--- config.mk ---
export PLATFORM = sky130hd
export DESIGN_NAME = http_byte_range_parser_core_flat
export DESIGN_NICKNAME = d
export VERILOG_FILES = /design/src/sv/hbr_pkg.sv /design/src/sv/hbr_ifs.sv /design/src/sv/http_byte_range_parser_core.sv /design/src/flat_wrapper.sv
export SDC_FILE = /design/constraint.sdc
export NUM_CORES = 1
export LEC_CHECK = 0
export BUFFER_PORTS_ARGS = -buffer_cell sky130_fd_sc_hd__buf_2
export CORE_UTILIZATION = 55
export CTS_CLUSTER_DIAMETER = 40
export DETAILED_ROUTE_END_ITERATION = 12
export GPL_TIMING_DRIVEN = 0
export PLACE_DENSITY = 0.8
export SYNTH_ARGS = -nofsm -noshare
export SYNTH_HDL_FRONTEND = slang
export SYNTH_SLANG_ARGS = --single-unit
--- constraint.sdc ---
create_clock -name clk -period 11.65 [get_ports clk]
set_input_delay 0.5825 -clock clk [delete_from_list [all_inputs] [get_ports clk]]
set_output_delay 0.5825 -clock clk [all_outputs]
set_load 0.03 [all_outputs]
--- src/sv/hbr_pkg.sv ---
// shared constants, types and helpers of the byte range parser
package hbr_pkg;

  localparam int FIELD_W     = 48;
  localparam int OFFSET_BITS = 48;
  localparam int SIZE_W      = (OFFSET_BITS > FIELD_W) ? OFFSET_BITS : FIELD_W;
  localparam int ACC_W       = OFFSET_BITS + 4;

  typedef logic [OFFSET_BITS-1:0] offset_t;
  typedef logic [FIELD_W-1:0]     field_t;

  localparam offset_t OFFSET_MAX = '1;

  localparam logic [7:0] CH_DASH = 8'h2d;
  localparam logic [7:0] CH_ZERO = 8'h30;
  localparam logic [7:0] CH_NINE = 8'h39;

  localparam logic [2:0] PREFIX_LAST = 3'd5;
  localparam logic [2:0] PREFIX_LEN  = 3'd6;
  localparam logic [2:0] MIN_LEN     = 3'd7;

  // "bytes="
  function automatic logic [7:0] prefix_char(input logic [2:0] idx);
    logic [7:0] c;
    unique case (idx)
      3'd0:    c = 8'h62;
      3'd1:    c = 8'h79;
      3'd2:    c = 8'h74;
      3'd3:    c = 8'h65;
      3'd4:    c = 8'h73;
      3'd5:    c = 8'h3d;
      default: c = 8'h00;
    endcase
    return c;
  endfunction

endpackage

--- src/sv/hbr_ifs.sv ---
// valid/ready channels for header bytes and parsed ranges
interface hbr_in_if import hbr_pkg::*; ();
  logic       valid;
  logic       ready;
  logic       present;
  logic [7:0] value_byte;
  logic       is_last;
  field_t     object_size;

  modport source (output valid, present, value_byte, is_last, object_size, input ready);
  modport sink   (input valid, present, value_byte, is_last, object_size, output ready);
endinterface

interface hbr_out_if import hbr_pkg::*; ();
  logic   valid;
  logic   ready;
  logic   range_ok;
  field_t range_first;
  field_t range_final;

  modport source (output valid, range_ok, range_first, range_final, input ready);
  modport sink   (input valid, range_ok, range_first, range_final, output ready);
endinterface

--- src/sv/http_byte_range_parser_core.sv ---
// http range header parser: byte stream in, one range word per header out
//
// req carries one header byte per word, with present, is_last and the file
// size; a word with present low stands for an absent or empty header and
// ends the request at once. rsp carries one word per request: range_ok and
// the inclusive first and final offsets, both zero when no valid range.
// one byte is taken every cycle while req.ready is high; a header of
// n bytes costs n words on req. the result is offered on rsp by the
// output register. the byte sits in the input register while the parser
// folds it into the decimal accumulators (multiply by ten, add, saturate)
// on the way to the check stage; the range check fills the output register.
// when rsp stalls, the finished result waits in the output register, one
// more in the check stage, and bytes that do not end a header keep flowing;
// req.ready drops only when a further result would have nowhere to go.
// reset (rst, synchronous) empties every stage and returns the parser to
// the prefix phase with cleared accumulators.
module http_byte_range_parser_core import hbr_pkg::*; (
  input  logic       clk,
  input  logic       rst,
  hbr_in_if.sink     req,
  hbr_out_if.source  rsp
);

  typedef enum logic [1:0] {PH_PREFIX, PH_FIRST, PH_SECOND, PH_BAD} phase_t;

  // input register
  logic       s1_valid;
  logic       s1_present;
  logic [7:0] s1_byte;
  logic       s1_last;
  field_t     s1_size;

  // parser state
  phase_t     phase, phase_next;
  logic [2:0] byte_count, byte_count_next;
  offset_t    first_accum, first_accum_next;
  offset_t    second_accum, second_accum_next;
  logic       first_has_digits, first_has_digits_next;
  logic       second_has_digits, second_has_digits_next;

  // check stage
  logic    fin_valid;
  logic    fin_ok;
  logic    fin_first_has;
  logic    fin_second_has;
  offset_t fin_first;
  offset_t fin_second;
  offset_t fin_size;

  // output register
  logic   out_valid;
  logic   out_ok;
  field_t out_first;
  field_t out_final;

  logic    out_free, fin_free, s1_end, s1_go;
  logic    is_digit;
  logic [3:0] digit;
  logic [SIZE_W-1:0] size_ext;
  offset_t size_sat;
  logic    fin_ok_next;

  offset_t size_m1, start_off, end_off, end_clamped;
  logic    range_good;

  function automatic offset_t accumulate(input offset_t acc, input logic [3:0] d);
    logic [ACC_W-1:0] wide;
    wide = (ACC_W'(acc) << 3) + (ACC_W'(acc) << 1) + ACC_W'(d);
    if (wide > ACC_W'(OFFSET_MAX)) begin
      return OFFSET_MAX;
    end
    return offset_t'(wide);
  endfunction

  assign out_free  = !out_valid || rsp.ready;
  assign fin_free  = !fin_valid || out_free;
  assign s1_end    = !s1_present || s1_last;
  assign s1_go     = s1_valid && (!s1_end || fin_free);
  assign req.ready = !s1_valid || s1_go;

  assign rsp.valid       = out_valid;
  assign rsp.range_ok    = out_ok;
  assign rsp.range_first = out_first;
  assign rsp.range_final = out_final;

  // parser update
  always_comb begin
    is_digit = (s1_byte >= CH_ZERO) && (s1_byte <= CH_NINE);
    digit    = 4'(s1_byte - CH_ZERO);

    phase_next             = phase;
    first_accum_next       = first_accum;
    second_accum_next      = second_accum;
    first_has_digits_next  = first_has_digits;
    second_has_digits_next = second_has_digits;

    unique case (phase)
      PH_PREFIX: begin
        if (byte_count < PREFIX_LEN && s1_byte == prefix_char(byte_count)) begin
          if (byte_count == PREFIX_LAST) begin
            phase_next = PH_FIRST;
          end
        end else begin
          phase_next = PH_BAD;
        end
      end
      PH_FIRST: begin
        if (is_digit) begin
          first_accum_next      = accumulate(first_accum, digit);
          first_has_digits_next = 1'b1;
        end else if (s1_byte == CH_DASH) begin
          phase_next = PH_SECOND;
        end else begin
          phase_next = PH_BAD;
        end
      end
      PH_SECOND: begin
        if (is_digit) begin
          second_accum_next      = accumulate(second_accum, digit);
          second_has_digits_next = 1'b1;
        end else begin
          phase_next = PH_BAD;
        end
      end
      PH_BAD: begin
      end
      default: begin
        phase_next = PH_BAD;
      end
    endcase

    byte_count_next = (byte_count == MIN_LEN) ? byte_count : byte_count + 3'd1;

    size_ext = SIZE_W'(s1_size);
    size_sat = (size_ext > SIZE_W'(OFFSET_MAX)) ? OFFSET_MAX : offset_t'(size_ext);

    fin_ok_next = s1_present && (byte_count_next == MIN_LEN) &&
                  (phase_next == PH_SECOND) && (size_sat != '0);
  end

  // range check
  always_comb begin
    size_m1    = fin_size - offset_t'(1);
    range_good = fin_ok;
    if (!fin_first_has) begin
      if (fin_second == '0) begin
        range_good = 1'b0;
      end
      start_off = (fin_second >= fin_size) ? '0 : fin_size - fin_second;
      end_off   = size_m1;
    end else begin
      start_off = fin_first;
      end_off   = fin_second_has ? fin_second : size_m1;
    end
    if (start_off >= fin_size || start_off > end_off) begin
      range_good = 1'b0;
    end
    end_clamped = (end_off >= fin_size) ? size_m1 : end_off;
  end

  always_ff @(posedge clk) begin
    if (rst) begin
      s1_valid          <= 1'b0;
      fin_valid         <= 1'b0;
      out_valid         <= 1'b0;
      phase             <= PH_PREFIX;
      byte_count        <= '0;
      first_accum       <= '0;
      second_accum      <= '0;
      first_has_digits  <= 1'b0;
      second_has_digits <= 1'b0;
    end else begin
      // input register
      if (req.valid && req.ready) begin
        s1_valid   <= 1'b1;
        s1_present <= req.present;
        s1_byte    <= req.value_byte;
        s1_last    <= req.is_last;
        s1_size    <= req.object_size;
      end else if (s1_go) begin
        s1_valid <= 1'b0;
      end

      // parser
      if (s1_go) begin
        if (s1_end) begin
          phase             <= PH_PREFIX;
          byte_count        <= '0;
          first_accum       <= '0;
          second_accum      <= '0;
          first_has_digits  <= 1'b0;
          second_has_digits <= 1'b0;
          fin_ok            <= fin_ok_next;
          fin_first_has     <= first_has_digits_next;
          fin_second_has    <= second_has_digits_next;
          fin_first         <= first_accum_next;
          fin_second        <= second_accum_next;
          fin_size          <= size_sat;
        end else begin
          phase             <= phase_next;
          byte_count        <= byte_count_next;
          first_accum       <= first_accum_next;
          second_accum      <= second_accum_next;
          first_has_digits  <= first_has_digits_next;
          second_has_digits <= second_has_digits_next;
        end
      end

      // check stage
      if (s1_go && s1_end) begin
        fin_valid <= 1'b1;
      end else if (out_free) begin
        fin_valid <= 1'b0;
      end

      // output register
      if (out_free) begin
        out_valid <= fin_valid;
        if (fin_valid) begin
          out_ok    <= range_good;
          out_first <= range_good ? FIELD_W'(start_off) : '0;
          out_final <= range_good ? FIELD_W'(end_clamped) : '0;
        end
      end
    end
  end

endmodule

--- src/flat_wrapper.sv ---
// flat-port wrapper written by rule: the top's interface ports become plain ports
module http_byte_range_parser_core_flat import hbr_pkg::*;
  (clk, rst, req_valid, req_present, req_value_byte, req_is_last, req_object_size, req_ready, rsp_valid, rsp_range_ok, rsp_range_first, rsp_range_final, rsp_ready);
  hbr_in_if req_i ();
  hbr_out_if rsp_i ();
  input  logic clk;
  input  logic rst;
  input wire logic [$bits(req_i.valid)-1:0] req_valid;
  input wire logic [$bits(req_i.present)-1:0] req_present;
  input wire logic [$bits(req_i.value_byte)-1:0] req_value_byte;
  input wire logic [$bits(req_i.is_last)-1:0] req_is_last;
  input wire logic [$bits(req_i.object_size)-1:0] req_object_size;
  output wire logic [$bits(req_i.ready)-1:0] req_ready;
  output wire logic [$bits(rsp_i.valid)-1:0] rsp_valid;
  output wire logic [$bits(rsp_i.range_ok)-1:0] rsp_range_ok;
  output wire logic [$bits(rsp_i.range_first)-1:0] rsp_range_first;
  output wire logic [$bits(rsp_i.range_final)-1:0] rsp_range_final;
  input wire logic [$bits(rsp_i.ready)-1:0] rsp_ready;
  assign req_i.valid = req_valid;
  assign req_i.present = req_present;
  assign req_i.value_byte = req_value_byte;
  assign req_i.is_last = req_is_last;
  assign req_i.object_size = req_object_size;
  assign req_ready = req_i.ready;
  assign rsp_valid = rsp_i.valid;
  assign rsp_range_ok = rsp_i.range_ok;
  assign rsp_range_first = rsp_i.range_first;
  assign rsp_range_final = rsp_i.range_final;
  assign rsp_i.ready = rsp_ready;
  http_byte_range_parser_core u_core (.clk(clk), .rst(rst), .req(req_i), .rsp(rsp_i));
endmodule
==> impl_metrics.xml, run 1 <==
<?xml version="1.0" encoding="UTF-8"?>
<metrics>
  <group name="power_and_ir_drop">
    <metric name="report.power.total" unit="W">0.00403</metric>
    <metric name="vdd.ir_drop.worst" unit="mV">0.103</metric>
    <metric name="power.static_leakage" unit="nW">15.5</metric>
    <metric name="power-per-cell-area" unit="mW/mm²">113</metric>
  </group>
  <group name="placement">
    <metric name="final_weighted_congestion_of_routability_driven_global_placement" unit="">1.04</metric>
    <metric name="place.port_buffers" unit="">160</metric>
    <metric name="dp_hpwl" unit="µm">82900</metric>
  </group>
  <group name="clocking">
    <metric name="cts_repair_resize_count" unit="">0</metric>
    <metric name="tritoncts_num_sinks" unit="">408</metric>
    <metric name="clock_insertion_delay_worst_skew" unit="ns">0.64</metric>
    <metric name="clk_transition_reported_paths" unit="ns">0.06</metric>
    <metric name="tritoncts_clock_tree" unit="">done</metric>
    <metric name="cts_root_buffer" unit="">sky130_fd_sc_hd__clkbuf_16</metric>
    <metric name="cts.repair_timing.setup_buffer_count" unit="">0</metric>
    <metric name="postCtsHoldBufs" unit="">0</metric>
    <metric name="htreeDepth" unit="">3</metric>
    <metric name="cts_max_path_buffers" unit="">3</metric>
    <metric name="clock_buffers_created_by_tritoncts" unit="">68</metric>
  </group>
  <group name="cells_and_area">
    <metric name="area_delta_synth_final" unit="%">14.4</metric>
    <metric name="layout-drive-gt1-share" unit="%">10.5</metric>
    <metric name="finalCoreUtilization" unit="%">63.5</metric>
    <metric name="num-nets-final" unit="">4099</metric>
    <metric name="mostFrequentLayoutCell" unit="">sky130_fd_sc_hd__ha_1</metric>
    <metric name="final_cell_mix" unit="">sky130_fd_sc_hd__ha_1 (385), sky130_fd_sc_hd__edfxtp_1 (302), sky130_fd_sc_hd__nor2_1 (289), sky130_fd_sc_hd__o21ai_0 (244), sky130_fd_sc_hd__a21oi_1 (226)</metric>
  </group>
  <group name="critical_path">
    <metric name="worst-endpoint-arrival" unit="ns">9.15</metric>
    <metric name="critPathKind" unit="">reg2reg</metric>
    <metric name="endpoint_kind" unit="">flip-flop</metric>
    <metric name="worst-endpoint-required" unit="ns">11.94</metric>
    <metric name="start_kind" unit="">flip-flop</metric>
    <metric name="critical_path.max_fanout" unit="">10</metric>
  </group>
  <group name="routing">
    <metric name="post_drt_wl_per_cell" unit="µm">23.4</metric>
    <metric name="first_pass_iters" unit="">6</metric>
    <metric name="totalWireLength" unit="µm">104000</metric>
    <metric name="drc" unit="">0</metric>
    <metric name="detail-route-antenna-nets" unit="">0</metric>
    <metric name="vias_per_cell" unit="">6.38</metric>
    <metric name="vias" unit="">28500</metric>
    <metric name="drtIter0Drc" unit="">3052</metric>
  </group>
  <group name="global_routing">
    <metric name="antenna_found_initial" unit="">1</metric>
    <metric name="gr-max-usage-layer" unit="">met2</metric>
    <metric name="gr-usage-all-layers" unit="%">36.0</metric>
    <metric name="grt.met3_usage" unit="%">7.51</metric>
    <metric name="gr-total-overflow" unit="">0</metric>
    <metric name="gr-usage-met1" unit="%">48.0</metric>
    <metric name="first_global_vias" unit="">26700</metric>
    <metric name="first_pass_grt_wire_length" unit="µm">156000</metric>
    <metric name="grt_use_met2" unit="%">54.8</metric>
    <metric name="largest_net_degree_at_the_start_of_global_routing" unit="">24</metric>
  </group>
  <group name="timing">
    <metric name="unrepaired_setup_endpoints_after_global_routing" unit="">no</metric>
    <metric name="maximum_clock_frequency" unit="MHz">113</metric>
    <metric name="worst_pin_slew" unit="ns">1.25</metric>
    <metric name="timing.slew.headroom" unit="%">16.2</metric>
    <metric name="setup-violations-final" unit="">0</metric>
    <metric name="finalHoldViolations" unit="">0</metric>
    <metric name="final_max_slew_viol_count" unit="">0</metric>
    <metric name="timing.final.crit_share" unit="%">76.1</metric>
    <metric name="final_period_minus_worst_setup_slack" unit="ns">8.86</metric>
    <metric name="fin_skew" unit="ns">0.0330</metric>
  </group>
  <group name="synth">
    <metric name="ys.flop_type" unit="">sky130_fd_sc_hd__edfxtp_1</metric>
    <metric name="synthesis.area_per_instance" unit="µm²">9.20</metric>
    <metric name="synth.area.top_cells" unit="">sky130_fd_sc_hd__edfxtp_1 (29%), sky130_fd_sc_hd__ha_1 (15%), sky130_fd_sc_hd__dfxtp_1 (6.8%), sky130_fd_sc_hd__o21ai_0 (3.9%), sky130_fd_sc_hd__a21oi_1 (3.6%)</metric>
    <metric name="syn_inst" unit="">3397</metric>
    <metric name="synth.yosys.seq_area_share" unit="%">35.8</metric>
    <metric name="post-synth-top-area-cell" unit="">sky130_fd_sc_hd__edfxtp_1</metric>
    <metric name="yosysUniqueCellTypes" unit="">98</metric>
    <metric name="syn-cell-area" unit="mm²">0.0312</metric>
    <metric name="synth_fp_nets" unit="">3849</metric>
    <metric name="synth_enable_flop_cells" unit="">302</metric>
    <metric name="synthesis.yosys.warnings" unit="">0</metric>
    <metric name="async_reset_ff_share" unit="%">0</metric>
    <metric name="synth_seq_cells" unit="">408</metric>
    <metric name="netlist.area_leader.share" unit="%">29.0</metric>
  </group>
  <group name="floorplan">
    <metric name="initial_core_utilization" unit="%">55.5</metric>
    <metric name="chipHeight" unit="µm">240</metric>
    <metric name="placeableCoreArea" unit="mm²">0.0563</metric>
    <metric name="die-area" unit="mm²">0.0578</metric>
    <metric name="fp.dieW" unit="µm">240</metric>
    <metric name="rows" unit="">87</metric>
    <metric name="io-pin-count" unit="">161</metric>
  </group>
  <group name="run_status">
    <metric name="run_status" unit="">finished clean</metric>
  </group>
  <group name="worst_hold_path">
    <metric name="hold_path.class" unit="">in2reg</metric>
  </group>
  <group name="run">
    <metric name="max-cap-violations" unit="">0</metric>
  </group>
</metrics>
-- final cells by class --
type                       instances  area, µm²
sequential                       408      11200
clock inverter                    47        584
multi-input combinational       2615      18600
fill                            4718      20500
tap                              756        946
buffer                           191        785
timing repair buffer             180       1120
antenna                            1       2.50
clock buffer                      78       1820
inverter                         183        687
-- where the power goes --
group	internal (W)	switching [W]	total, W
registers	0.00159	0.0000336	0.00163
clock network	0.00128	0.000813	0.00209
logic	0.000110	0.000202	0.000312
total	0.00298	0.00105	0.00403
-- per-stage QoR --
stage / hold WS, ns / instance area [µm²] / setup TNS, ns / setup slack [ns] / cells
5_1_grt: 0.107 / 35700 / 0 / 2.70 / 4458
4_1_cts: 0.0984 / 35700 / 0 / 3.15 / 4458
6_report: 0.119 / 35700 / 0 / 2.79 / 4459
3_5_place_dp: 0.468 / 33300 / 0 / 3.15 / 4333
2_1_floorplan: 0.429 / 31300 / 0 / 3.07 / 3397
3_3_place_gp: 0.440 / 33000 / -127.32 / -1.34 / 4313
-- worst paths after layout --
| kind | startpoint | end | slack (ns) | cells past startpoint |
|---|---|---|---|---|
| min reg2reg | u_core.fin_valid | u_core.rsp.valid | 0.51 | 2 |
| max reg2reg | u_core.fin_second[26] | u_core.rsp.range_first[42] | 2.79 | 25 |
| min | req_object_size[24] | u_core.s1_size[24] | 0.12 | 1 |
| max | u_core.fin_second[26] | u_core.rsp.range_first[42] | 2.79 | 25 |
-- logic make-up after synthesis --
kind of cell / share of synthesized area, %
AO/OA/AOI/OAI: 22.7
adder cells (fa/ha/maj): 15.7
XOR/XNOR: 4.54
buffers and inverters: 4.71
multiplexers: 1.53
AND/OR/NAND/NOR: 15.0
flip-flops: 35.8
-- metal layers --
metal / vias up / part of all wire [%]
met3: 295 / 8.8
li1: 13300 / -
met5: - / 0
met2: 1338 / 43
met4: 0 / 5.7
met1: 13600 / 42
-- cells in the mapped netlist (8+ instances only) --
cell type and count:
sky130_fd_sc_hd__ha_1 385, sky130_fd_sc_hd__edfxtp_1 302, sky130_fd_sc_hd__nor2_1 289, sky130_fd_sc_hd__o21ai_0 244, sky130_fd_sc_hd__a21oi_1 226, sky130_fd_sc_hd__nand2_1 221
sky130_fd_sc_hd__inv_1 182, sky130_fd_sc_hd__clkbuf_1 163, sky130_fd_sc_hd__a211oi_1 128, sky130_fd_sc_hd__a21o_1 119, sky130_fd_sc_hd__xnor2_1 117, sky130_fd_sc_hd__dfxtp_1 106
sky130_fd_sc_hd__o22a_1 81, sky130_fd_sc_hd__nand4_1 76, sky130_fd_sc_hd__nor3_1 59, sky130_fd_sc_hd__nand3_1 56, sky130_fd_sc_hd__and2_1 54, sky130_fd_sc_hd__xor2_1 45
sky130_fd_sc_hd__nor4_1 44, sky130_fd_sc_hd__o21a_1 38, sky130_fd_sc_hd__nor2b_1 32, sky130_fd_sc_hd__a31oi_1 29, sky130_fd_sc_hd__o211ai_1 27, sky130_fd_sc_hd__mux2i_1 24
sky130_fd_sc_hd__o21bai_1 23, sky130_fd_sc_hd__and3_1 22, sky130_fd_sc_hd__mux2_2 21, sky130_fd_sc_hd__o31ai_1 19, sky130_fd_sc_hd__buf_2 18, sky130_fd_sc_hd__nand2b_1 17
sky130_fd_sc_hd__or3_1 14, sky130_fd_sc_hd__a22o_1 12, sky130_fd_sc_hd__or2_2 12, sky130_fd_sc_hd__and4_1 11, sky130_fd_sc_hd__o2111ai_1 10, sky130_fd_sc_hd__a221oi_1 8
sky130_fd_sc_hd__nor3b_1 8, sky130_fd_sc_hd__o21ai_1 8
-- registers in the layout (all words and copies together) (netlist names) --
register                  count
u_core.s1_valid               1
u_core.rsp.valid              1
u_core.fin_ok                 1
u_core.rsp.range_ok           1
u_core.rsp.range_first       48
u_core.byte_count             3
u_core.fin_second            48
u_core.s1_byte                8
u_core.s1_last                1
u_core.fin_valid              1
u_core.second_has_digits      1
u_core.s1_size               48
u_core.second_accum          48
u_core.first_has_digits       1
u_core.s1_present             1
u_core.fin_size              48
u_core.fin_first             48
u_core.first_accum           48
u_core.fin_second_has         1
u_core.rsp.range_final       48
u_core.fin_first_has          1
u_core.phase                  2
-- critical path, cell delays in order, from the launching register on --
cell and delay, ns:
sky130_fd_sc_hd__edfxtp_1 0.60, sky130_fd_sc_hd__inv_1 0.08, sky130_fd_sc_hd__ha_1 0.28, sky130_fd_sc_hd__clkbuf_1 0.29, sky130_fd_sc_hd__nand4_1 0.16, sky130_fd_sc_hd__or2_2 0.40, sky130_fd_sc_hd__nor3_1 0.26, sky130_fd_sc_hd__nand2_1 0.10
sky130_fd_sc_hd__a31oi_1 0.48, sky130_fd_sc_hd__o21a_1 0.19, sky130_fd_sc_hd__o21ba_2 0.13, sky130_fd_sc_hd__buf_2 0.26, sky130_fd_sc_hd__clkbuf_1 0.68, sky130_fd_sc_hd__o21ai_0 0.25, sky130_fd_sc_hd__nand3_1 0.26, sky130_fd_sc_hd__ha_1 0.20
sky130_fd_sc_hd__nand3_1 0.10, sky130_fd_sc_hd__nor3_1 0.47, sky130_fd_sc_hd__nand3_1 0.29, sky130_fd_sc_hd__nor4_1 0.87, sky130_fd_sc_hd__a221o_1 0.29, sky130_fd_sc_hd__a21oi_1 0.07, sky130_fd_sc_hd__o21a_1 0.16, sky130_fd_sc_hd__o21ai_2 0.67
sky130_fd_sc_hd__clkbuf_1 0.69, sky130_fd_sc_hd__a21oi_1 0.27
Note: power is estimated with default switching activity, not from simulation.
==> run 2, diff against run 1 <==
- ABC_AREA: unset -> 1
- PLACE_DENSITY: 0.8 -> 0.79
- clock period: 11.65 -> 7.2 ns (I/O delays scaled with it)
==> run 2 against run 1 <==
Clock skew about the same. Setup slack got worse by 2.6 ns. Final cell count increased by 28%. Area after synthesis rose by 8.3%. Routed wire length rose by 6.1%. Highest routed layer is now met5.
==> impl_metrics.xml, run 2 <==
<?xml version="1.0" encoding="UTF-8"?>
<metrics>
  <group name="run_status">
    <metric name="run_status" unit="">finished clean</metric>
  </group>
  <group name="critical_path">
    <metric name="timing.rr.start" unit="">u_core.fin_second[1]</metric>
    <metric name="worst-endpoint-required" unit="ns">7.57</metric>
    <metric name="critPathKind" unit="">reg2reg</metric>
    <metric name="startpoint" unit="">u_core.fin_second[1]</metric>
    <metric name="worstReg2RegEnd" unit="">u_core.rsp.range_final[24]</metric>
    <metric name="slowest_delay" unit="ns">0.61</metric>
    <metric name="worst-endpoint-arrival" unit="ns">7.37</metric>
    <metric name="crit_slowest_cell" unit="">sky130_fd_sc_hd__edfxtp_1</metric>
    <metric name="worst-path-buf-inv" unit="">7</metric>
    <metric name="worst_path_dominant_cell_family" unit="">simple AND/OR/NAND/NOR gates</metric>
    <metric name="critical_path.max_fanout" unit="">10</metric>
    <metric name="worst-r2r-cell-count" unit="">31</metric>
    <metric name="start_kind" unit="">flip-flop</metric>
    <metric name="critical_path_depth" unit="">31</metric>
    <metric name="endpoint_kind" unit="">flip-flop</metric>
    <metric name="cpMostUsedCell" unit="">sky130_fd_sc_hd__nand2_1</metric>
    <metric name="setup.worst_path.end" unit="">u_core.rsp.range_final[24]</metric>
    <metric name="reg2reg_setup_slack" unit="ns">0.21</metric>
  </group>
  <group name="floorplan">
    <metric name="die-area" unit="mm²">0.0625</metric>
    <metric name="placeableCoreArea" unit="mm²">0.0606</metric>
    <metric name="fp.dieW" unit="µm">250</metric>
    <metric name="io-pin-count" unit="">161</metric>
    <metric name="rows" unit="">90</metric>
    <metric name="initial_core_utilization" unit="%">55.9</metric>
    <metric name="chipHeight" unit="µm">250</metric>
  </group>
  <group name="timing">
    <metric name="finalHoldViolations" unit="">0</metric>
    <metric name="unrepaired_setup_endpoints_after_global_routing" unit="">no</metric>
    <metric name="setup-violations-final" unit="">0</metric>
    <metric name="timing.slew.headroom" unit="%">32.7</metric>
    <metric name="final_max_slew_viol_count" unit="">0</metric>
    <metric name="maximum_clock_frequency" unit="MHz">143</metric>
    <metric name="timing.final.crit_share" unit="%">97.2</metric>
    <metric name="fin_skew" unit="ns">0.0329</metric>
    <metric name="final_period_minus_worst_setup_slack" unit="ns">6.99</metric>
    <metric name="worst_pin_slew" unit="ns">1.01</metric>
  </group>
  <group name="power_and_ir_drop">
    <metric name="power-per-cell-area" unit="mW/mm²">155</metric>
    <metric name="power.share.sequential" unit="%">43.9</metric>
    <metric name="net-switching-power" unit="W">0.00152</metric>
    <metric name="vdd.ir_drop.worst" unit="mV">0.185</metric>
    <metric name="power.static_leakage" unit="nW">18.4</metric>
    <metric name="clockPowerShare" unit="%">49.6</metric>
    <metric name="power_report.internal_total" unit="W">0.00442</metric>
    <metric name="combinational_group_share_of_total_power" unit="%">6.5</metric>
    <metric name="power_switching_share" unit="%">25.6</metric>
    <metric name="report.power.total" unit="W">0.00594</metric>
  </group>
  <group name="clocking">
    <metric name="tritoncts_num_sinks" unit="">408</metric>
    <metric name="clk_transition_reported_paths" unit="ns">0.06</metric>
    <metric name="cts_max_path_buffers" unit="">3</metric>
    <metric name="clock_buffers_created_by_tritoncts" unit="">58</metric>
    <metric name="tritoncts_clock_tree" unit="">done</metric>
    <metric name="clock_insertion_delay_worst_skew" unit="ns">0.64</metric>
    <metric name="cts.repair_timing.setup_buffer_count" unit="">0</metric>
    <metric name="htreeDepth" unit="">2</metric>
    <metric name="cts_root_buffer" unit="">sky130_fd_sc_hd__clkbuf_16</metric>
  </group>
  <group name="cells_and_area">
    <metric name="finalCoreUtilization" unit="%">63.4</metric>
    <metric name="layout-drive-gt1-share" unit="%">10.4</metric>
    <metric name="num-nets-final" unit="">5316</metric>
    <metric name="mostFrequentLayoutCell" unit="">sky130_fd_sc_hd__nand2_1</metric>
    <metric name="final_cell_mix" unit="">sky130_fd_sc_hd__nand2_1 (888), sky130_fd_sc_hd__inv_1 (664), sky130_fd_sc_hd__nor2_1 (477), sky130_fd_sc_hd__a21oi_1 (403), sky130_fd_sc_hd__ha_1 (385)</metric>
    <metric name="area_delta_synth_final" unit="%">13.6</metric>
  </group>
  <group name="synth">
    <metric name="yosys.area_share.simple" unit="%">25.8</metric>
    <metric name="synth.yosys.seq_area_share" unit="%">33.1</metric>
    <metric name="synthesis.yosys.warnings" unit="">0</metric>
    <metric name="synth.top_cells.by_count" unit="">sky130_fd_sc_hd__nand2_1 (888), sky130_fd_sc_hd__inv_1 (664), sky130_fd_sc_hd__nor2_1 (480)</metric>
    <metric name="synth_enable_flop_cells" unit="">302</metric>
    <metric name="yosys.area_share.xor_xnor" unit="%">2.95</metric>
    <metric name="post-synth-top-area-cell" unit="">sky130_fd_sc_hd__edfxtp_1</metric>
    <metric name="yosysUniqueCellTypes" unit="">69</metric>
    <metric name="ys.flop_type" unit="">sky130_fd_sc_hd__edfxtp_1</metric>
    <metric name="syn_inst" unit="">4578</metric>
    <metric name="async_reset_ff_share" unit="%">0</metric>
    <metric name="synth_top_family_by_area" unit="">simple AND/OR/NAND/NOR gates</metric>
    <metric name="synth_seq_cells" unit="">408</metric>
    <metric name="synth_compound_area_share" unit="%">13.9</metric>
    <metric name="synthesis.area_per_instance" unit="µm²">7.39</metric>
    <metric name="synthMuxAreaShare" unit="%">0</metric>
    <metric name="yosysMostFrequentCell" unit="">sky130_fd_sc_hd__nand2_1</metric>
    <metric name="synth.area.top_cells" unit="">sky130_fd_sc_hd__edfxtp_1 (27%), sky130_fd_sc_hd__ha_1 (14%), sky130_fd_sc_hd__nand2_1 (9.8%), sky130_fd_sc_hd__inv_1 (7.4%), sky130_fd_sc_hd__dfxtp_1 (6.3%)</metric>
    <metric name="netlist.area_leader.share" unit="%">26.8</metric>
    <metric name="synth_fp_nets" unit="">5030</metric>
    <metric name="synthAdderAreaFrac" unit="%">14.5</metric>
    <metric name="syn-cell-area" unit="mm²">0.0338</metric>
  </group>
  <group name="placement">
    <metric name="place.port_buffers" unit="">159</metric>
    <metric name="dp_hpwl" unit="µm">89700</metric>
    <metric name="final_weighted_congestion_of_routability_driven_global_placement" unit="">1.03</metric>
  </group>
  <group name="routing">
    <metric name="post_drt_wl_per_cell" unit="µm">19.5</metric>
    <metric name="detail-route-antenna-nets" unit="">0</metric>
    <metric name="dr_wl_met2" unit="µm">51200</metric>
    <metric name="highest_layer" unit="">met5</metric>
    <metric name="vias" unit="">32400</metric>
    <metric name="vias_per_cell" unit="">5.68</metric>
    <metric name="dr_wl_met3" unit="µm">9650</metric>
    <metric name="drtIter0Drc" unit="">2832</metric>
    <metric name="drc" unit="">0</metric>
    <metric name="totalWireLength" unit="µm">111000</metric>
    <metric name="first_pass_iters" unit="">6</metric>
    <metric name="met1Wirelength" unit="µm">45400</metric>
  </group>
  <group name="global_routing">
    <metric name="largest_net_degree_at_the_start_of_global_routing" unit="">39</metric>
    <metric name="gr-total-overflow" unit="">0</metric>
    <metric name="antenna_found_initial" unit="">2</metric>
    <metric name="first_pass_grt_wire_length" unit="µm">170000</metric>
    <metric name="gr-usage-all-layers" unit="%">34.9</metric>
    <metric name="first_global_vias" unit="">30900</metric>
  </group>
  <group name="worst_hold_path">
    <metric name="hold_path.class" unit="">in2reg</metric>
    <metric name="whs_path_depth" unit="">4</metric>
  </group>
  <group name="run">
    <metric name="max-cap-violations" unit="">0</metric>
  </group>
</metrics>
==> run 2: changes by cell type after synthesis, moves of 52 or more <==
cell                       before  now
sky130_fd_sc_hd__a21o_1       119   26
sky130_fd_sc_hd__xnor2_1      117   17
sky130_fd_sc_hd__nand2_1      221  888
sky130_fd_sc_hd__o22a_1        81    0
sky130_fd_sc_hd__a21oi_1      226  403
sky130_fd_sc_hd__xor2_1        45   97
sky130_fd_sc_hd__or2_2         12  106
sky130_fd_sc_hd__nor2_1       289  480
sky130_fd_sc_hd__inv_1        182  664
sky130_fd_sc_hd__nand3_1       56  297
sky130_fd_sc_hd__a211oi_1     128    8
==> run 2: per-layer routing <==
layer / up-vias / GRT usage (%)
met1: 14900 / 44.7
met5: - / 0
met4: 2 / 14.4
li1: 15800 / -
met2: 1389 / 58.3
met3: 268 / 5.79
==> run 2: worst min-delay path by stage <==
stage,start,end
finish,rsp_ready,u_core.rsp.valid
global route,rsp_ready,u_core.rsp.valid
CTS,rsp_ready,u_core.rsp.valid
detailed placement,u_core.first_has_digits,u_core.first_has_digits
global placement,u_core.second_has_digits,u_core.second_has_digits
floorplan,u_core.first_has_digits,u_core.first_has_digits
==> run 2: cell type report <==
type | instances | area, µm²
inverter | 682 | 2560
tap | 782 | 978
fill | 5422 | 22100
clock buffer | 64 | 1560
sequential | 408 | 11200
multi-input combinational | 3330 | 19400
buffer | 158 | 732
antenna | 2 | 5.00
clock inverter | 45 | 473
timing repair buffer | 226 | 1560
==> run 2: metrics by stage <==
stage               setup slack, ns  cell area [µm²]  TNS (ns)  std cells  hold slack, ns
floorplan                      1.91            33800         0       4578           0.429
global placement             -0.116            35600    -10.07       5519           0.439
detailed placement           0.0832            35800         0       5527           0.446
CTS                          0.0804            38400         0       5694          0.0437
global route                 0.0484            38400         0       5695          0.0903
finish                        0.205            38400         0       5697          0.0764
==> run 2: what timing repair did <==
action	in CTS	in global routing
resized for setup	0	1
setup endpoints to repair	0	97
endpoints found under the hold margin	58	0
hold buffers	58	0
==> run 2: logic make-up (layout without fill, tap and decap cells) <==
kind of cell,count (synthesis),count (layout)
and+or+nand+nor,1981,1981
AOI/OAI and AO/OA,845,845
buffers and inverters,840,1175
DFF,408,408
adders and majority gates,390,390
xor gates and xnor gates,114,114
other,0,2
==> run 2: worst register-to-register path, delay by kind of cell (launching register included) <==
kind	cells	cell delay, ns
buffers and inverters	7	1.75
AO/OA/AOI/OAI	3	0.76
flip-flops	1	0.61
adder cells (fa/ha/maj)	2	0.80
AND/OR/NAND/NOR	19	2.81
==> run 2: power by group through the flow <==
stage	Clock [W]	Sequential (W)	Combinational, W
after CTS	0.00295	0.00261	0.000378
after floorplan	0	0.00265	0.000212
after detailed placement	0	0.00265	0.000351
final	0.00295	0.00261	0.000389
after global placement	0	0.00266	0.000335
after global routing	0.00307	0.00261	0.000423
